===== src/rtl/core/sce_pkg.sv =====
// shared types, constants and the character map of the score code encoder
// no dependencies
package sce_pkg;

   localparam logic [7:0] CHAIN_START = 8'h69;

   // register indexes of the csr port
   localparam int unsigned CSR_INDEX_W = 1;
   localparam logic [CSR_INDEX_W-1:0] CSR_GAME_ID    = 1'b0;
   localparam logic [CSR_INDEX_W-1:0] CSR_TIME_STAMP = 1'b1;

   typedef enum logic [1:0] {
      S_IDLE,
      S_BYTE,
      S_FLUSH,
      S_EMIT
   } state_type;

   typedef enum logic [1:0] {
      SRC_HEADER,
      SRC_VALUE,
      SRC_SUM
   } src_type;

   // commands from controller to datapath
   typedef struct packed {
      logic       load;
      logic       step;
      src_type    src;
      logic [1:0] sel;
      logic       flush;
      logic       emit_char;
      logic       char_last;
      logic       clear;
   } ctl_cmd_type;

   // status from datapath to controller
   typedef struct packed {
      logic       group_full;
      logic [1:0] group_count;
      logic       out_free;
   } ctl_status_type;

   // sextet to character: A-Z a-z 0-9 + @
   function automatic logic [7:0] sextet_char(input logic [5:0] sextet);
      logic [7:0] s;
      logic [7:0] c;
      begin
         s = {2'b00, sextet};
         if (sextet < 6'd26) begin
            c = s + 8'd65;
         end else if (sextet < 6'd52) begin
            c = s + 8'd71;
         end else if (sextet < 6'd62) begin
            c = s - 8'd4;
         end else if (sextet == 6'd62) begin
            c = 8'd43;
         end else begin
            c = 8'd64;
         end
         return c;
      end
   endfunction

endpackage


===== src/rtl/core/sce_datapath.sv =====
// datapath: csr registers, byte scrambler, group assembly and character output register
// depends on sce_pkg
module sce_datapath (
   input  logic                           clock,
   input  logic                           reset,
   input  logic                           csr_write,
   input  logic [sce_pkg::CSR_INDEX_W-1:0] csr_index,
   input  logic [15:0]                    csr_wdata,
   input  logic [31:0]                    req_score_value,
   input  sce_pkg::ctl_cmd_type           cmd,
   output sce_pkg::ctl_status_type        status,
   output logic                           rsp_valid,
   input  logic                           rsp_stall,
   output logic [7:0]                     rsp_code_char,
   output logic                           rsp_last_char
);
   import sce_pkg::*;

   logic [15:0] game_id_ff, game_id_in;
   logic [15:0] time_stamp_ff, time_stamp_in;
   logic [31:0] value_ff, value_in;
   logic [7:0]  chain_ff, chain_in;
   logic [7:0]  sum_ff, sum_in;
   logic [15:0] group_ff, group_in;
   logic [1:0]  gcnt_ff, gcnt_in;
   logic [23:0] emit_ff, emit_in;
   logic        rsp_valid_ff, rsp_valid_in;
   logic [7:0]  char_ff, char_in;
   logic        last_ff, last_in;

   logic [31:0] header;
   logic [7:0]  byte_raw;
   logic [7:0]  queued;
   logic        out_free;

   assign header   = {time_stamp_ff, game_id_ff};
   assign out_free = !rsp_valid_ff || !rsp_stall;

   // csr writes
   always_comb begin
      game_id_in    = game_id_ff;
      time_stamp_in = time_stamp_ff;
      if (csr_write) begin
         unique case (csr_index)
            CSR_GAME_ID:    game_id_in    = csr_wdata;
            CSR_TIME_STAMP: time_stamp_in = csr_wdata;
            default: ;
         endcase
      end
   end

   // byte source select
   always_comb begin
      case (cmd.src)
         SRC_HEADER: byte_raw = header[{cmd.sel, 3'b000} +: 8];
         SRC_VALUE:  byte_raw = value_ff[{cmd.sel, 3'b000} +: 8];
         default:    byte_raw = sum_ff;
      endcase
   end

   // scramble, sum and group assembly
   always_comb begin
      value_in = value_ff;
      chain_in = chain_ff;
      sum_in   = sum_ff;
      group_in = group_ff;
      gcnt_in  = gcnt_ff;
      emit_in  = emit_ff;
      queued   = sum_ff;
      if (cmd.load) begin
         value_in = req_score_value;
      end
      if (cmd.step) begin
         if (cmd.src != SRC_SUM) begin
            sum_in   = sum_ff + byte_raw;
            chain_in = byte_raw ^ chain_ff;
            queued   = byte_raw ^ chain_ff;
         end
         if (gcnt_ff == 2'd2) begin
            emit_in = {group_ff, queued};
            gcnt_in = 2'd0;
         end else begin
            group_in = {group_ff[7:0], queued};
            gcnt_in  = gcnt_ff + 2'd1;
         end
      end
      if (cmd.flush) begin
         emit_in = (gcnt_ff == 2'd1) ? {group_ff[7:0], 16'h0000} : {group_ff, 8'h00};
         gcnt_in = 2'd0;
      end
      if (cmd.emit_char) begin
         emit_in = {emit_ff[17:0], 6'b000000};
      end
      if (cmd.clear) begin
         chain_in = CHAIN_START;
         sum_in   = 8'h00;
         gcnt_in  = 2'd0;
      end
   end

   // character output register
   always_comb begin
      rsp_valid_in = rsp_valid_ff;
      char_in      = char_ff;
      last_in      = last_ff;
      if (cmd.emit_char) begin
         rsp_valid_in = 1'b1;
         char_in      = sextet_char(emit_ff[23:18]);
         last_in      = cmd.char_last;
      end else if (!rsp_stall) begin
         rsp_valid_in = 1'b0;
      end
   end

   always_ff @(posedge clock) begin
      if (reset) begin
         game_id_ff    <= 16'h0000;
         time_stamp_ff <= 16'h0000;
         chain_ff      <= CHAIN_START;
         sum_ff        <= 8'h00;
         gcnt_ff       <= 2'd0;
         rsp_valid_ff  <= 1'b0;
      end else begin
         game_id_ff    <= game_id_in;
         time_stamp_ff <= time_stamp_in;
         chain_ff      <= chain_in;
         sum_ff        <= sum_in;
         gcnt_ff       <= gcnt_in;
         rsp_valid_ff  <= rsp_valid_in;
      end
   end

   always_ff @(posedge clock) begin
      value_ff <= value_in;
      group_ff <= group_in;
      emit_ff  <= emit_in;
      char_ff  <= char_in;
      last_ff  <= last_in;
   end

   assign status.group_full  = (gcnt_ff == 2'd2);
   assign status.group_count = gcnt_ff;
   assign status.out_free    = out_free;

   assign rsp_valid     = rsp_valid_ff;
   assign rsp_code_char = char_ff;
   assign rsp_last_char = last_ff;

endmodule


===== src/rtl/core/sce_control.sv =====
// controller: sequences header, value and sum bytes, flush and character emission
// depends on sce_pkg
module sce_control (
   input  logic                    clock,
   input  logic                    reset,
   input  logic                    req_valid,
   output logic                    req_stall,
   input  logic [2:0]              req_score_bytes,
   input  logic                    req_last_score,
   input  sce_pkg::ctl_status_type status,
   output sce_pkg::ctl_cmd_type    cmd
);
   import sce_pkg::*;

   state_type  state_ff, state_in;
   logic [2:0] hdr_left_ff, hdr_left_in;
   logic [2:0] val_left_ff, val_left_in;
   logic       sum_left_ff, sum_left_in;
   logic       hdr_done_ff, hdr_done_in;
   logic [2:0] chars_left_ff, chars_left_in;
   logic       final_ff, final_in;

   logic       accept;
   logic [2:0] hdr_dec;
   logic [2:0] val_dec;

   assign accept    = req_valid && (state_ff == S_IDLE);
   assign req_stall = (state_ff != S_IDLE);
   assign hdr_dec   = hdr_left_ff - 3'd1;
   assign val_dec   = val_left_ff - 3'd1;

   // next state
   always_comb begin
      state_in = state_ff;
      unique case (state_ff)
         S_IDLE: begin
            if (accept) state_in = S_BYTE;
         end
         S_BYTE: begin
            if (hdr_left_ff != 3'd0 || val_left_ff != 3'd0) begin
               if (status.group_full) state_in = S_EMIT;
            end else if (sum_left_ff) begin
               state_in = status.group_full ? S_EMIT : S_FLUSH;
            end else begin
               state_in = S_IDLE;
            end
         end
         S_FLUSH: state_in = S_EMIT;
         S_EMIT: begin
            if (status.out_free && chars_left_ff == 3'd1) begin
               state_in = final_ff ? S_IDLE : S_BYTE;
            end
         end
         default: state_in = S_IDLE;
      endcase
   end

   // commands and counters
   always_comb begin
      cmd           = '0;
      cmd.src       = SRC_SUM;
      hdr_left_in   = hdr_left_ff;
      val_left_in   = val_left_ff;
      sum_left_in   = sum_left_ff;
      hdr_done_in   = hdr_done_ff;
      chars_left_in = chars_left_ff;
      final_in      = final_ff;
      unique case (state_ff)
         S_IDLE: begin
            if (accept) begin
               cmd.load    = 1'b1;
               hdr_left_in = hdr_done_ff ? 3'd0 : 3'd4;
               hdr_done_in = 1'b1;
               val_left_in = req_score_bytes[2] ? 3'd4 : {1'b0, req_score_bytes[1:0]};
               sum_left_in = req_last_score;
            end
         end
         S_BYTE: begin
            chars_left_in = 3'd4;
            final_in      = 1'b0;
            if (hdr_left_ff != 3'd0) begin
               cmd.step    = 1'b1;
               cmd.src     = SRC_HEADER;
               cmd.sel     = hdr_dec[1:0];
               hdr_left_in = hdr_dec;
            end else if (val_left_ff != 3'd0) begin
               cmd.step    = 1'b1;
               cmd.src     = SRC_VALUE;
               cmd.sel     = val_dec[1:0];
               val_left_in = val_dec;
            end else if (sum_left_ff) begin
               cmd.step    = 1'b1;
               cmd.src     = SRC_SUM;
               sum_left_in = 1'b0;
               final_in    = 1'b1;
            end
         end
         S_FLUSH: begin
            cmd.flush     = 1'b1;
            chars_left_in = (status.group_count == 2'd1) ? 3'd2 : 3'd3;
            final_in      = 1'b1;
         end
         S_EMIT: begin
            if (status.out_free) begin
               cmd.emit_char = 1'b1;
               cmd.char_last = final_ff && (chars_left_ff == 3'd1);
               chars_left_in = chars_left_ff - 3'd1;
               if (final_ff && chars_left_ff == 3'd1) begin
                  cmd.clear   = 1'b1;
                  hdr_done_in = 1'b0;
               end
            end
         end
         default: ;
      endcase
   end

   always_ff @(posedge clock) begin
      if (reset) begin
         state_ff      <= S_IDLE;
         hdr_left_ff   <= 3'd0;
         val_left_ff   <= 3'd0;
         sum_left_ff   <= 1'b0;
         hdr_done_ff   <= 1'b0;
         chars_left_ff <= 3'd0;
         final_ff      <= 1'b0;
      end else begin
         state_ff      <= state_in;
         hdr_left_ff   <= hdr_left_in;
         val_left_ff   <= val_left_in;
         sum_left_ff   <= sum_left_in;
         hdr_done_ff   <= hdr_done_in;
         chars_left_ff <= chars_left_in;
         final_ff      <= final_in;
      end
   end

   // emission always has characters left to send
   a_emit_has_chars: assert property (@(posedge clock) disable iff (reset)
      state_ff == S_EMIT |-> chars_left_ff != 3'd0)
      else $error("emit state with no characters left");

   // a flush only ever sees a partial group of one or two bytes
   a_flush_partial: assert property (@(posedge clock) disable iff (reset)
      state_ff == S_FLUSH |-> status.group_count != 2'd0)
      else $error("flush without a partial group");

   // a character is only loaded when the output register can take it
   a_emit_free: assert property (@(posedge clock) disable iff (reset)
      cmd.emit_char |-> status.out_free)
      else $error("character emitted into a busy output register");

   // the end of a code leaves the header to be sent again
   a_code_end: assert property (@(posedge clock) disable iff (reset)
      cmd.clear |=> !hdr_done_ff && state_ff == S_IDLE)
      else $error("code end did not return to idle");

endmodule


===== src/rtl/core/score_code_base64_encoder_top.sv =====
// sequence: an item is accepted, then its bytes are sent (4 header bytes on the
// first value, 0 to 4 value bytes, a sum byte on the last) and each completed group becomes
// 4 characters (2 or 3 for the final partial group); characters wait while the output is stalled
// throughput: one item at a time; a new item is taken once the previous one's bytes and
// characters have left the sequencer, with the last character waiting in the output register
// reset: synchronous, active high; chain restarts at 0x69, registers and counters clear
module score_code_base64_encoder_top (
   input  logic                            clock,
   input  logic                            reset,
   input  logic                            csr_write,
   input  logic [sce_pkg::CSR_INDEX_W-1:0] csr_index,
   input  logic [15:0]                     csr_wdata,
   input  logic                            req_valid,
   output logic                            req_stall,
   input  logic [31:0]                     req_score_value,
   input  logic [2:0]                      req_score_bytes,
   input  logic                            req_last_score,
   output logic                            rsp_valid,
   input  logic                            rsp_stall,
   output logic [7:0]                      rsp_code_char,
   output logic                            rsp_last_char
);
   import sce_pkg::*;

   ctl_cmd_type    cmd;
   ctl_status_type status;

   // byte and character sequencer
   sce_control u_control (
      .clock           (clock),
      .reset           (reset),
      .req_valid       (req_valid),
      .req_stall       (req_stall),
      .req_score_bytes (req_score_bytes),
      .req_last_score  (req_last_score),
      .status          (status),
      .cmd             (cmd)
   );

   // scrambler, groups and output register
   sce_datapath u_datapath (
      .clock           (clock),
      .reset           (reset),
      .csr_write       (csr_write),
      .csr_index       (csr_index),
      .csr_wdata       (csr_wdata),
      .req_score_value (req_score_value),
      .cmd             (cmd),
      .status          (status),
      .rsp_valid       (rsp_valid),
      .rsp_stall       (rsp_stall),
      .rsp_code_char   (rsp_code_char),
      .rsp_last_char   (rsp_last_char)
   );

endmodule


===== config.mk =====
export PLATFORM = sky130hd
export DESIGN_NAME = score_code_base64_encoder_top
export DESIGN_NICKNAME = d
export VERILOG_FILES = /design/src/rtl/core/sce_pkg.sv /design/src/rtl/core/sce_datapath.sv /design/src/rtl/core/sce_control.sv /design/src/rtl/core/score_code_base64_encoder_top.sv
export SDC_FILE = /design/constraint.sdc
export NUM_CORES = 1
export LEC_CHECK = 0
export BUFFER_PORTS_ARGS = -buffer_cell sky130_fd_sc_hd__buf_2
export CORE_UTILIZATION = 50
export DETAILED_ROUTE_END_ITERATION = 8
export HOLD_SLACK_MARGIN = 0.1
export PLACE_DENSITY_LB_ADDON = 0.1
export SYNTH_ARGS = -nofsm -noshare
export SYNTH_HDL_FRONTEND = slang
export SYNTH_SLANG_ARGS = --single-unit

===== constraint.sdc =====
create_clock -name clock -period 4.7 [get_ports clock]
set_input_delay 0.235 -clock clock [delete_from_list [all_inputs] [get_ports clock]]
set_output_delay 0.235 -clock clock [all_outputs]
set_load 0.005 [all_outputs]

==> key figures, run 1 <==
Run status
  • Status: completed

Clock network
  • CTS root buf: clkbuf_16
  • CTS Hold Buffers Added: 50
  • Clk buf depth: 2
  • Htree depth: 4
  • Worst-path clk slew: 60 ps
  • Post-CTS setup buffer count: 0
  • TritonCTS clock tree: built
  • Quantity of gates resized following cts: 0
  • Num Clock Sinks: 146
  • Clk_lat worst skew: 430 ps
  • TritonCTS Buffers: 17

Drt
  • Vias/cell: 5.52
  • Total iterations of the first detailed-routing run: 5
  • Starting DRT DRC Count: 409
  • Via count: 5,455
  • Number of remaining DRC errors: 0
  • Final WL: 16,100 um
  • WL/cell: 16.3 um
  • Post-route ant nets: 0

Synth
  • Mapped Cells: 684
  • Synth Flop Type: edfxtp_1
  • Synth Area per Inst: 10.2 um2
  • Sequential cell area fraction in the yosys report: 52.7%
  • Compound-Gate Fraction of Synth Area: 15.0%
  • Yosys reg bits: 146
  • Yosys warnings: 0
  • Mapped cell area: 0.00697 mm2
  • Synth Area in XOR/XNOR: 1.36%
  • Post-Synth Simple-Gate Area: 14.5%
  • Async S/R FF share, synth: 0%
  • Number of synthesized flops with an enable pin: 75
  • Multiplexer share of the synthesized area: 8.32%
  • Largest family of logic cells by synthesized area: compound AO/OA/AOI/OAI gates
  • Adder-cell area share of the yosys netlist: 4.77%
  • Post-synthesis cell type count: 58
  • Syn Nets: 768

Pwr
  • Seq pwr share: 39.2%
  • Sw frac: 33.4%
  • Power share of the clock group: 30.8%
  • PD cells: 515 mW/mm2
  • Combinational Power Share: 30.0%
  • Leakage: 3.43 nW
  • Sw Pwr: 0.00147 W
  • Int Power: 0.00293 W
  • Max VDD drop: 0.307 mV

STA
  • Final Hold Fails: 0
  • Min Tclk post-route: 4300 ps
  • Worst slew pin tran: 1250 ps
  • Fmax: 0.232 GHz
  • Total negative slack: 0 ps
  • Final period util: 91.5%
  • Post-Route Skew: 12.5 ps
  • Worst slew margin: 16.2%
  • Worst hold-check slack: 121 ps
  • Final Slew Violations: 0
  • Final Setup Violations: 0
  • RSZ-0062 raised after global routing: false

Run
  • MaxCap Viol Count: 0

Global route
  • Total grt overflow: 0
  • Initial antenna violation count: 0
  • Vias in the first global route: 5,390
  • Pin count of the biggest net entering global routing: 52
  • First-pass GRT wire length: 26,300 um
  • Gr usage total: 23.9%

Floorplan
  • Initial Utilization: 52.0%
  • Die Area: 0.0144 mm2
  • Vert. Die Dim: 120 um
  • Num rows: 42
  • Top Ports: 69
  • Die width: 120 um
  • Core Area: 0.0134 mm2

Final layout
  • Final nets: 883
  • Diode count: 0
  • P&R area growth vs syn: 22.7%
  • Share of post-route cells with drive strength above 1: 16.5%
  • Design Area, Final: 0.00856 mm2

Worst hold path
  • Hold Path Sink: u_control.val_left_ff[0]$_SDFFE_PP0P_
  • WHS Path Cells: 4
  • Worst min-delay path startpoint: req_score_bytes[2]
  • Worst Hold Class: primary input to flop

Setup path
  • FF-to-FF Start: u_control.val_left_ff[0]$_SDFFE_PP0P_
  • Arrival @ worst endpoint: 4660 ps
  • Critical Path Start Type: flop
  • Setup slack, reg-to-reg: 400 ps
  • Element type at the critical path end: flop
  • Worst reg-to-reg path cell count: 19
  • Data required, critical path: 5060 ps
  • Crit Path Class: flop to flop
  • Crit-path max FO: 13
  • Reg2reg end: u_datapath.sum_ff[7]$_SDFFE_PP0P_

Placed design
  • IO Port Bufs: 68
  • Post-DP HPWL: 11,000 um
  • DP Area: 0.00746 mm2
  • GP Congestion: 0.914
[power groups by stage]
stage	sequential, W	clock, W	combinational [W]
3_5_place_dp	0.00175	0	0.00128
6_report	0.00173	0.00136	0.00132
5_1_grt	0.00175	0.00143	0.00146
3_3_place_gp	0.00174	0	0.00125
2_1_floorplan	0.00171	0	0.000988
4_1_cts	0.00173	0.00137	0.00132
[final cells by class]
cell class                      count  area, um2
Clock buffer                       18        439
Clock inverter                     14        153
Fill cell                        1074       4840
Inverter                           21       78.8
Multi-Input combinational cell    484       3070
Sequential cell                   146       3670
Tap cell                          176        220
Timing Repair Buffer              129        923
[critical path, stage by stage (launching register included)]
cell	delay, ps
dfxtp_1	420
inv_1	110
ha_1	220
nor2b_2	210
nor3_2	210
or2_1	410
buf_4	330
mux2i_1	230
mux2i_1	100
mux2i_2	270
o21ai_1	140
ha_1	340
a21oi_1	150
nand2_1	110
a21o_1	180
nand2_1	70
a21oi_1	70
xor2_1	150
or3_1	330
a21oi_1	160
[cells in the final DEF (no fill, tap or decap), types with 4 or more instances in the layout]
master,count
a21o_1,7
mux4_2,8
o221ai_1,4
mux2i_1,32
nand2b_1,7
inv_1,20
a211oi_1,7
dfxtp_1,71
or3_1,4
nor3_1,16
nor2_1,43
nor2b_1,9
clkinvlp_4,5
nand2_1,115
xnor2_1,5
edfxtp_1,75
and2_1,9
a22o_1,10
buf_2,68
a31oi_1,9
o21ai_1,11
o21ai_0,31
a21oi_1,75
clkbuf_16,17
nand3b_1,5
dlygate4sd3_1,50
mux2i_2,5
ha_1,25
nand3_1,6
buf_4,11
xor2_1,4
[cell usage after synthesis, types with 2 or more instances]
cell type | number | area share [%]
a211o_1 | 2 | 0.25
a211oi_1 | 7 | 0.75
a22o_1 | 10 | 1.3
o21ai_1 | 10 | 0.72
o22ai_1 | 2 | 0.18
nand3b_1 | 5 | 0.54
a31oi_1 | 9 | 0.81
a21o_1 | 7 | 0.75
or2_2 | 2 | 0.18
clkbuf_1 | 25 | 1.3
o31ai_1 | 2 | 0.22
inv_1 | 20 | 1.1
mux2i_2 | 5 | 0.99
o21a_1 | 3 | 0.32
and2_1 | 9 | 0.81
o211ai_1 | 3 | 0.32
ha_1 | 25 | 4.5
xor2_1 | 4 | 0.50
o21ai_0 | 32 | 2.3
nand3_1 | 6 | 0.43
buf_6 | 3 | 0.48
buf_1 | 2 | 0.11
and3_1 | 3 | 0.27
mux4_2 | 8 | 2.6
buf_2 | 2 | 0.14
o221ai_1 | 4 | 0.50
nand4_1 | 2 | 0.18
edfxtp_1 | 75 | 32
nor2b_1 | 9 | 0.81
dfxtp_1 | 71 | 20
mux2i_1 | 32 | 4.6
or3_1 | 4 | 0.36
nand2_1 | 115 | 6.2
nand2b_1 | 7 | 0.63
a21oi_1 | 75 | 5.4
xnor2_1 | 5 | 0.63
nor3_1 | 16 | 1.1
nor2_1 | 43 | 2.3
[registers in the layout, indices dropped and copies added, names as in the netlist, 8 cells and up, named ones only]
signal                    count
u_datapath.group_ff          16
u_datapath.chain_ff           8
u_datapath.game_id_ff        16
u_datapath.time_stamp_ff     16
u_datapath.emit_ff           24
u_datapath.sum_ff             8
u_datapath.rsp_code_char      8
u_datapath.value_ff          32
[cell families (layout without fill, tap and decap cells)]
kind of cell / after synthesis / after routing
muxes: 46 / 46
buffers and inverters: 54 / 182
DFF: 146 / 146
and+or+nand+nor: 227 / 227
xor gates and xnor gates: 10 / 10
adders and majority gates: 26 / 26
AOI/OAI and AO/OA: 175 / 175
[per-layer routing]
metal	vias up	global-route usage (%)	part of all wire, %
met4	0	11.5	2.8
met5	-	0	0
met2	136	41.4	51
li1	2687	-	-
met1	2597	27.8	42
met3	35	5.23	4.0
[worst max-delay path by stage]
stage                                                      from                           endpoint  slack, ps
after CTS                 u_control.val_left_ff[0]$_SDFFE_PP0P_  u_datapath.sum_ff[7]$_SDFFE_PP0P_        400
final                     u_control.val_left_ff[0]$_SDFFE_PP0P_  u_datapath.sum_ff[7]$_SDFFE_PP0P_        400
after floorplan           u_control.val_left_ff[0]$_SDFFE_PP0P_  u_datapath.sum_ff[7]$_SDFFE_PP0P_       1010
after global routing      u_control.hdr_left_ff[0]$_SDFFE_PP0P_  u_datapath.sum_ff[7]$_SDFFE_PP0P_         80
after detailed placement  u_control.val_left_ff[0]$_SDFFE_PP0P_  u_datapath.sum_ff[7]$_SDFFE_PP0P_        420
after global placement    u_control.val_left_ff[0]$_SDFFE_PP0P_  u_datapath.sum_ff[6]$_SDFFE_PP0P_        590
[metrics by stage]
stage / cells / utilization [%] / worst slack (ps) / power (W)
2_1_floorplan: 684 / - / 1010 / 0.00270
4_1_cts: 988 / 63.9 / 397 / 0.00442
6_report: 988 / 63.9 / 399 / 0.00441
5_1_grt: 988 / 63.9 / 77.0 / 0.00464
3_5_place_dp: 906 / 55.7 / 418 / 0.00303
3_3_place_gp: 906 / 55.7 / 594 / 0.00299
Power figures use the tool's default switching activity.
==> run 2: changes to the inputs <==
--- a/config.mk
+++ b/config.mk
@@ -5,9 +5,9 @@
 export SDC_FILE = /design/constraint.sdc
 export NUM_CORES = 1
 export LEC_CHECK = 0
-export BUFFER_PORTS_ARGS = -buffer_cell sky130_fd_sc_hd__buf_2
 export CORE_UTILIZATION = 50
 export DETAILED_ROUTE_END_ITERATION = 8
+export DONT_BUFFER_PORTS = 1
 export HOLD_SLACK_MARGIN = 0.1
 export PLACE_DENSITY_LB_ADDON = 0.1
 export SYNTH_ARGS = -nofsm -noshare
==> key figures, run 2 (synthesis gave the netlist of run 1 again) <==
Final layout
  • Top flop regs: u_datapath.value_ff x32, u_datapath.emit_ff x24
  • P&R area growth vs syn: 19.3%
  • Most frequent cells in the layout: nand2_1 (115), a21oi_1 (75), edfxtp_1 (75), dfxtp_1 (71), dlygate4sd3_1 (56)
  • Share of post-route cells with drive strength above 1: 8.76%
  • Final non-filler cell total: 929
  • Most common cell after layout, fill and taps aside: nand2_1
  • Final nets: 824
  • Largest register by flop count: u_datapath.value_ff
  • Diode count: 0
  • Max reg flops: 32

Floorplan
  • Die Area: 0.0144 mm2
  • Vert. Die Dim: 120 um
  • Num rows: 42
  • Initial Utilization: 52.0%
  • Top Ports: 69
  • Die width: 120 um
  • Core Area: 0.0134 mm2

Pwr
  • Power share of the clock group: 31.3%
  • Combinational Power Share: 29.7%
  • Sw frac: 32.5%
  • Int Power: 0.00298 W
  • Seq pwr share: 39.0%
  • Sw Pwr: 0.00143 W
  • Max VDD drop: 0.343 mV
  • PD cells: 531 mW/mm2
  • Leakage: 3.21 nW

Worst hold path
  • Worst Hold Class: primary input to flop
  • WHS Path Cells: 2

Setup path
  • Crit-path most repeated cell: a21oi_1
  • Crit-path leading delay family: simple AND/OR/NAND/NOR gates
  • Worst reg-to-reg path cell count: 16
  • Worst path cell trace: inv_1 > ha_1 > nor3_1 > or2_1 > mux4_2 > mux2i_2 > o21ai_1 > ha_1 > a21oi_1 > nand2_1 > a21o_1 > nand2_1 > a21oi_1 > xor2_1 > or3_1 > a21oi_1
  • Critical Path Start Type: flop
  • Element type at the critical path end: flop
  • WP buf/inv: 1
  • Crit Path Class: flop to flop
  • Slowest stage cell, crit path: mux4_2
  • WP depth: 16
  • Largest stage delay, worst path: 570 ps
  • Arrival @ worst endpoint: 4580 ps
  • Crit-path max FO: 7
  • Data required, critical path: 5050 ps

Run
  • MaxCap Viol Count: 0

Global route
  • Vias in the first global route: 5,204
  • Total grt overflow: 0
  • First-pass GRT wire length: 25,700 um
  • Initial antenna violation count: 0
  • Pin count of the biggest net entering global routing: 51
  • Gr usage total: 23.4%

STA
  • Worst slew margin: 16.8%
  • Worst slew pin tran: 1240 ps
  • Min Tclk post-route: 4230 ps
  • Final Hold Fails: 0
  • Final period util: 90.1%
  • Fmax: 0.236 GHz
  • Final Setup Violations: 0
  • RSZ-0062 raised after global routing: false
  • PnR worst setup slack: 467 ps
  • Post-Route Skew: 9.45 ps
  • Final Slew Violations: 0
  • Total negative slack: 0 ps

Drt
  • Starting DRT DRC Count: 281
  • Via count: 5,325
  • Number of remaining DRC errors: 0
  • Post-route ant nets: 0
  • Total iterations of the first detailed-routing run: 5
  • Vias/cell: 5.73
  • WL/cell: 17.1 um
  • Final WL: 15,900 um

Clock network
  • TritonCTS clock tree: built
  • TritonCTS Buffers: 17
  • Clk buf depth: 2
  • Clk_lat worst skew: 430 ps
  • CTS root buf: clkbuf_16
  • Htree depth: 4
  • Quantity of gates resized following cts: 0
  • Worst-path clk slew: 60 ps
  • Num Clock Sinks: 146

Placed design
  • IO Port Bufs: 0
  • Post-placement cell count: 840
  • Place WS: 509 ps
  • Post-DP HPWL: 10,600 um
  • GP Congestion: 0.930

Run status
  • Status: completed
[run 2: area by class of cell]
type                    count  area (um2)
clock buffers              20         447
clock inverters            12         154
fillers                  1092        5080
inverters                  21        78.8
multi-input cells         484        3070
flip-flops and latches    146        3670
well taps                 176         220
repair buffers             70         678
[run 2: power groups by stage]
| stage | sequential (W) | combinational, W | clock, W |
|---|---|---|---|
| 2_1_floorplan | 0.00171 | 0.000988 | 0 |
| 3_3_place_gp | 0.00174 | 0.00123 | 0 |
| 3_5_place_dp | 0.00175 | 0.00125 | 0 |
| 4_1_cts | 0.00172 | 0.00131 | 0.00140 |
| 5_1_grt | 0.00174 | 0.00145 | 0.00145 |
| 6_report | 0.00172 | 0.00131 | 0.00138 |
[run 2: final timing paths]
path                                             from                                  endpoint  slack, ps
max reg2reg     u_control.hdr_left_ff[0]$_SDFFE_PP0P_         u_datapath.sum_ff[7]$_SDFFE_PP0P_        470
max             u_control.hdr_left_ff[0]$_SDFFE_PP0P_         u_datapath.sum_ff[7]$_SDFFE_PP0P_        470
min reg2reg  u_datapath.time_stamp_ff[2]$_SDFFE_PP0P_  u_datapath.time_stamp_ff[2]$_SDFFE_PP0P_        450
min                                             reset     u_control.val_left_ff[1]$_SDFFE_PP0P_        140
[run 2: repair_timing]
action | in CTS | in global routing
endpoints found under the setup margin | 0 | 0
setup buffers | 0 | 0
hold buffers | 57 | 0
endpoints found under the hold margin | 85 | 0
[run 2: metrics by stage]
| stage | total power, W | utilization (%) | cell area (um2) | hold slack [ps] |
|---|---|---|---|---|
| 2_1_floorplan | 0.00270 | - | 6970 | 334 |
| 4_1_cts | 0.00443 | 62.1 | 8320 | 119 |
| 5_1_grt | 0.00464 | 62.1 | 8320 | 133 |
| 3_5_place_dp | 0.00300 | 53.3 | 7140 | 325 |
| 6_report | 0.00442 | 62.1 | 8320 | 137 |
| 3_3_place_gp | 0.00297 | 53.3 | 7140 | 323 |
[run 2: routing by layer]
layer | up-vias | global-route usage [%] | wire length (um)
met5 | - | 0 | 0
met4 | 0 | 10.6 | 406
met3 | 37 | 5.61 | 725
met2 | 169 | 41.6 | 8130
met1 | 2552 | 26.4 | 6650
li1 | 2567 | - | -
==> run 3: changes to the inputs <==
--- a/config.mk
+++ b/config.mk
@@ -12,4 +12,5 @@
 export PLACE_DENSITY_LB_ADDON = 0.1
 export SYNTH_ARGS = -nofsm -noshare
 export SYNTH_HDL_FRONTEND = slang
+export SYNTH_HIERARCHICAL = 1
 export SYNTH_SLANG_ARGS = --single-unit
==> key figures, run 3 <==
Placed design
  • IO Port Bufs: 0
  • GP Congestion: 0.876
  • Post-placement cell count: 857
  • Post-DP HPWL: 10,700 um

Synth
  • Syn Nets: 789
  • Post-synthesis cell type count: 71
  • Yosys top cell area share: 31.0%
  • Synth Flop Type: edfxtp_1
  • Sequential cell area fraction in the yosys report: 50.5%
  • Number of synthesized flops with an enable pin: 75
  • Mapped cell area: 0.00727 mm2
  • Area leader, netlist: edfxtp_1
  • Yosys warnings: 6
  • Synth Area per Inst: 10.3 um2
  • Post-synth top cells: nand2_1 (139), edfxtp_1 (75), dfxtp_1 (71)
  • Cell with the most instances after synthesis: nand2_1
  • Yosys reg bits: 146
  • Area contributors post-synth: edfxtp_1 (31%), dfxtp_1 (20%), nand2_1 (7.2%), a21oi_1 (4.5%), mux4_2 (4.3%)
  • Mapped Cells: 707
  • Async S/R FF share, synth: 0%

STA
  • Final Setup Violations: 0
  • Post-Route Skew: 6.82 ps
  • Total negative slack: 0 ps
  • Final Slew Violations: 0
  • Worst slew margin: 38.9%
  • Fmax: 0.238 GHz
  • RSZ-0062 raised after global routing: false
  • Worst slew pin tran: 916 ps
  • Final Hold Fails: 0
  • Final period util: 89.5%
  • Worst hold-check slack: 117 ps
  • Min Tclk post-route: 4210 ps

Final layout
  • Largest register by flop count: u_datapath/value_ff
  • Max reg flops: 32
  • Top flop regs: u_datapath/value_ff x32, u_datapath/emit_ff x24
  • Most frequent cells in the layout: nand2_1 (139), edfxtp_1 (75), dfxtp_1 (71), a21oi_1 (66), dlygate4sd3_1 (52)
  • Most common cell after layout, fill and taps aside: nand2_1
  • Fillers: 1,129
  • Final nets: 831
  • P&R area growth vs syn: 16.9%
  • Final non-filler cell total: 942
  • Diode count: 0
  • Share of post-route cells with drive strength above 1: 10.9%
  • Final Util: 60.5%

Clock network
  • TritonCTS Buffers: 17
  • Num Clock Sinks: 146
  • Worst-path clk slew: 60 ps
  • Clk_lat worst skew: 420 ps
  • Post-CTS setup buffer count: 0
  • TritonCTS clock tree: built
  • Clk buf depth: 2
  • CTS root buf: clkbuf_16
  • Htree depth: 4

Global route
  • Vias in the first global route: 5,261
  • Initial antenna violation count: 0
  • Gr usage total: 22.4%
  • First-pass GRT wire length: 25,400 um
  • Total grt overflow: 0
  • Pin count of the biggest net entering global routing: 50

Drt
  • Vias/cell: 5.65
  • Via count: 5,323
  • Starting DRT DRC Count: 341
  • Final WL: 15,700 um
  • WL met3: 592 um
  • Total iterations of the first detailed-routing run: 5
  • Post-route ant nets: 0
  • WL/cell: 16.7 um
  • Number of remaining DRC errors: 0
  • Max Used Layer: met4
  • Met2 wire len: 8150 um
  • DRT met1 WL: 6630 um

Floorplan
  • Num rows: 43
  • Vert. Die Dim: 123 um
  • Top Ports: 69
  • Die Area: 0.0150 mm2
  • Core Area: 0.0140 mm2
  • Die width: 123 um
  • Initial Utilization: 51.8%

Setup path
  • Data required, critical path: 5010 ps
  • Critical Path Start Type: flop
  • Worst reg-to-reg path cell count: 18
  • Crit Path Class: flop to flop
  • Arrival @ worst endpoint: 4520 ps
  • Crit-path max FO: 17
  • Element type at the critical path end: flop

Pwr
  • Leakage: 3.09 nW
  • Final total power: 0.00475 W
  • Max VDD drop: 0.273 mV
  • PD cells: 559 mW/mm2

Run status
  • Status: completed

Worst hold path
  • Worst Hold Class: primary input to flop
  • WHS Path Cells: 2

Run
  • MaxCap Viol Count: 0
-- run 3: cells by family after synthesis --
kind of cell | synth area share, %
simple gates | 15.0
fa+ha+maj | 4.23
xor+xnor | 3.37
mux | 9.00
flops | 50.5
compound gates | 13.7
buf+inv | 4.20
-- run 3: timing repair --
item	CTS	global route
hold buffers	53	0
gates resized for setup	0	0
setup endpoints to repair	0	0
hold endpoints to repair	84	0
-- run 3: final timing paths --
check	from	to	slack, ps
hold reg to reg	u_datapath/game_id_ff[1]$_SDFFE_PP0P_	u_datapath/game_id_ff[1]$_SDFFE_PP0P_	460
hold / removal	reset	u_control/hdr_left_ff[0]$_SDFFE_PP0P_	120
setup / recovery	u_control/hdr_left_ff[0]$_SDFFE_PP0P_	u_datapath/sum_ff[7]$_SDFFE_PP0P_	490
setup reg to reg	u_control/hdr_left_ff[0]$_SDFFE_PP0P_	u_datapath/sum_ff[7]$_SDFFE_PP0P_	490
-- run 3: report_power, final --
group	internal [W]	total, W	leakage [nW]	switching, W
Clock	0.000804	0.00134	0.286	0.000536
Combinational	0.000624	0.00157	1.52	0.000942
Sequential	0.00169	0.00184	1.28	0.000146
-- run 3: worst max-delay path: stages, from the launching register on --
cell and delay (ps):
dfxtp_1 290, inv_1 130, ha_1 280, and2b_4 220, nand2_1 80, o22a_1 210
nor2_2 90, buf_4 300, mux4_2 580, mux2i_4 190, nand2_1 70, and2_1 220
ha_1 270, nand3_1 90, a21boi_0 300, o21ai_0 180, and2_1 180, mux2_1 290
mux2i_1 120
-- run 3: per-stage QoR --
| step | area (um2) | setup slack, ps |
|---|---|---|
| 6_report | 8500 | 493 |
| 3_5_place_dp | 7360 | 516 |
| 2_1_floorplan | 7270 | 929 |
| 5_1_grt | 8500 | 132 |
| 4_1_cts | 8500 | 501 |
| 3_3_place_gp | 7360 | 609 |
-- run 3: per-layer routing --
| metal | up-vias | track usage, % |
|---|---|---|
| met5 | - | 0 |
| met4 | 0 | 10.6 |
| met3 | 24 | 5.95 |
| met2 | 132 | 39.1 |
| met1 | 2572 | 25.5 |
| li1 | 2595 | - |
-- run 3: cell type report --
type	count	area (um2)	area share, %
Sequential cell	146	3670	43.2
Multi-Input combinational cell	495	3300	38.8
Timing Repair Buffer	61	601	7.07
Clock buffer	19	443	5.21
Tap cell	180	225	2.65
Clock inverter	13	153	1.80
Inverter	28	105	1.24
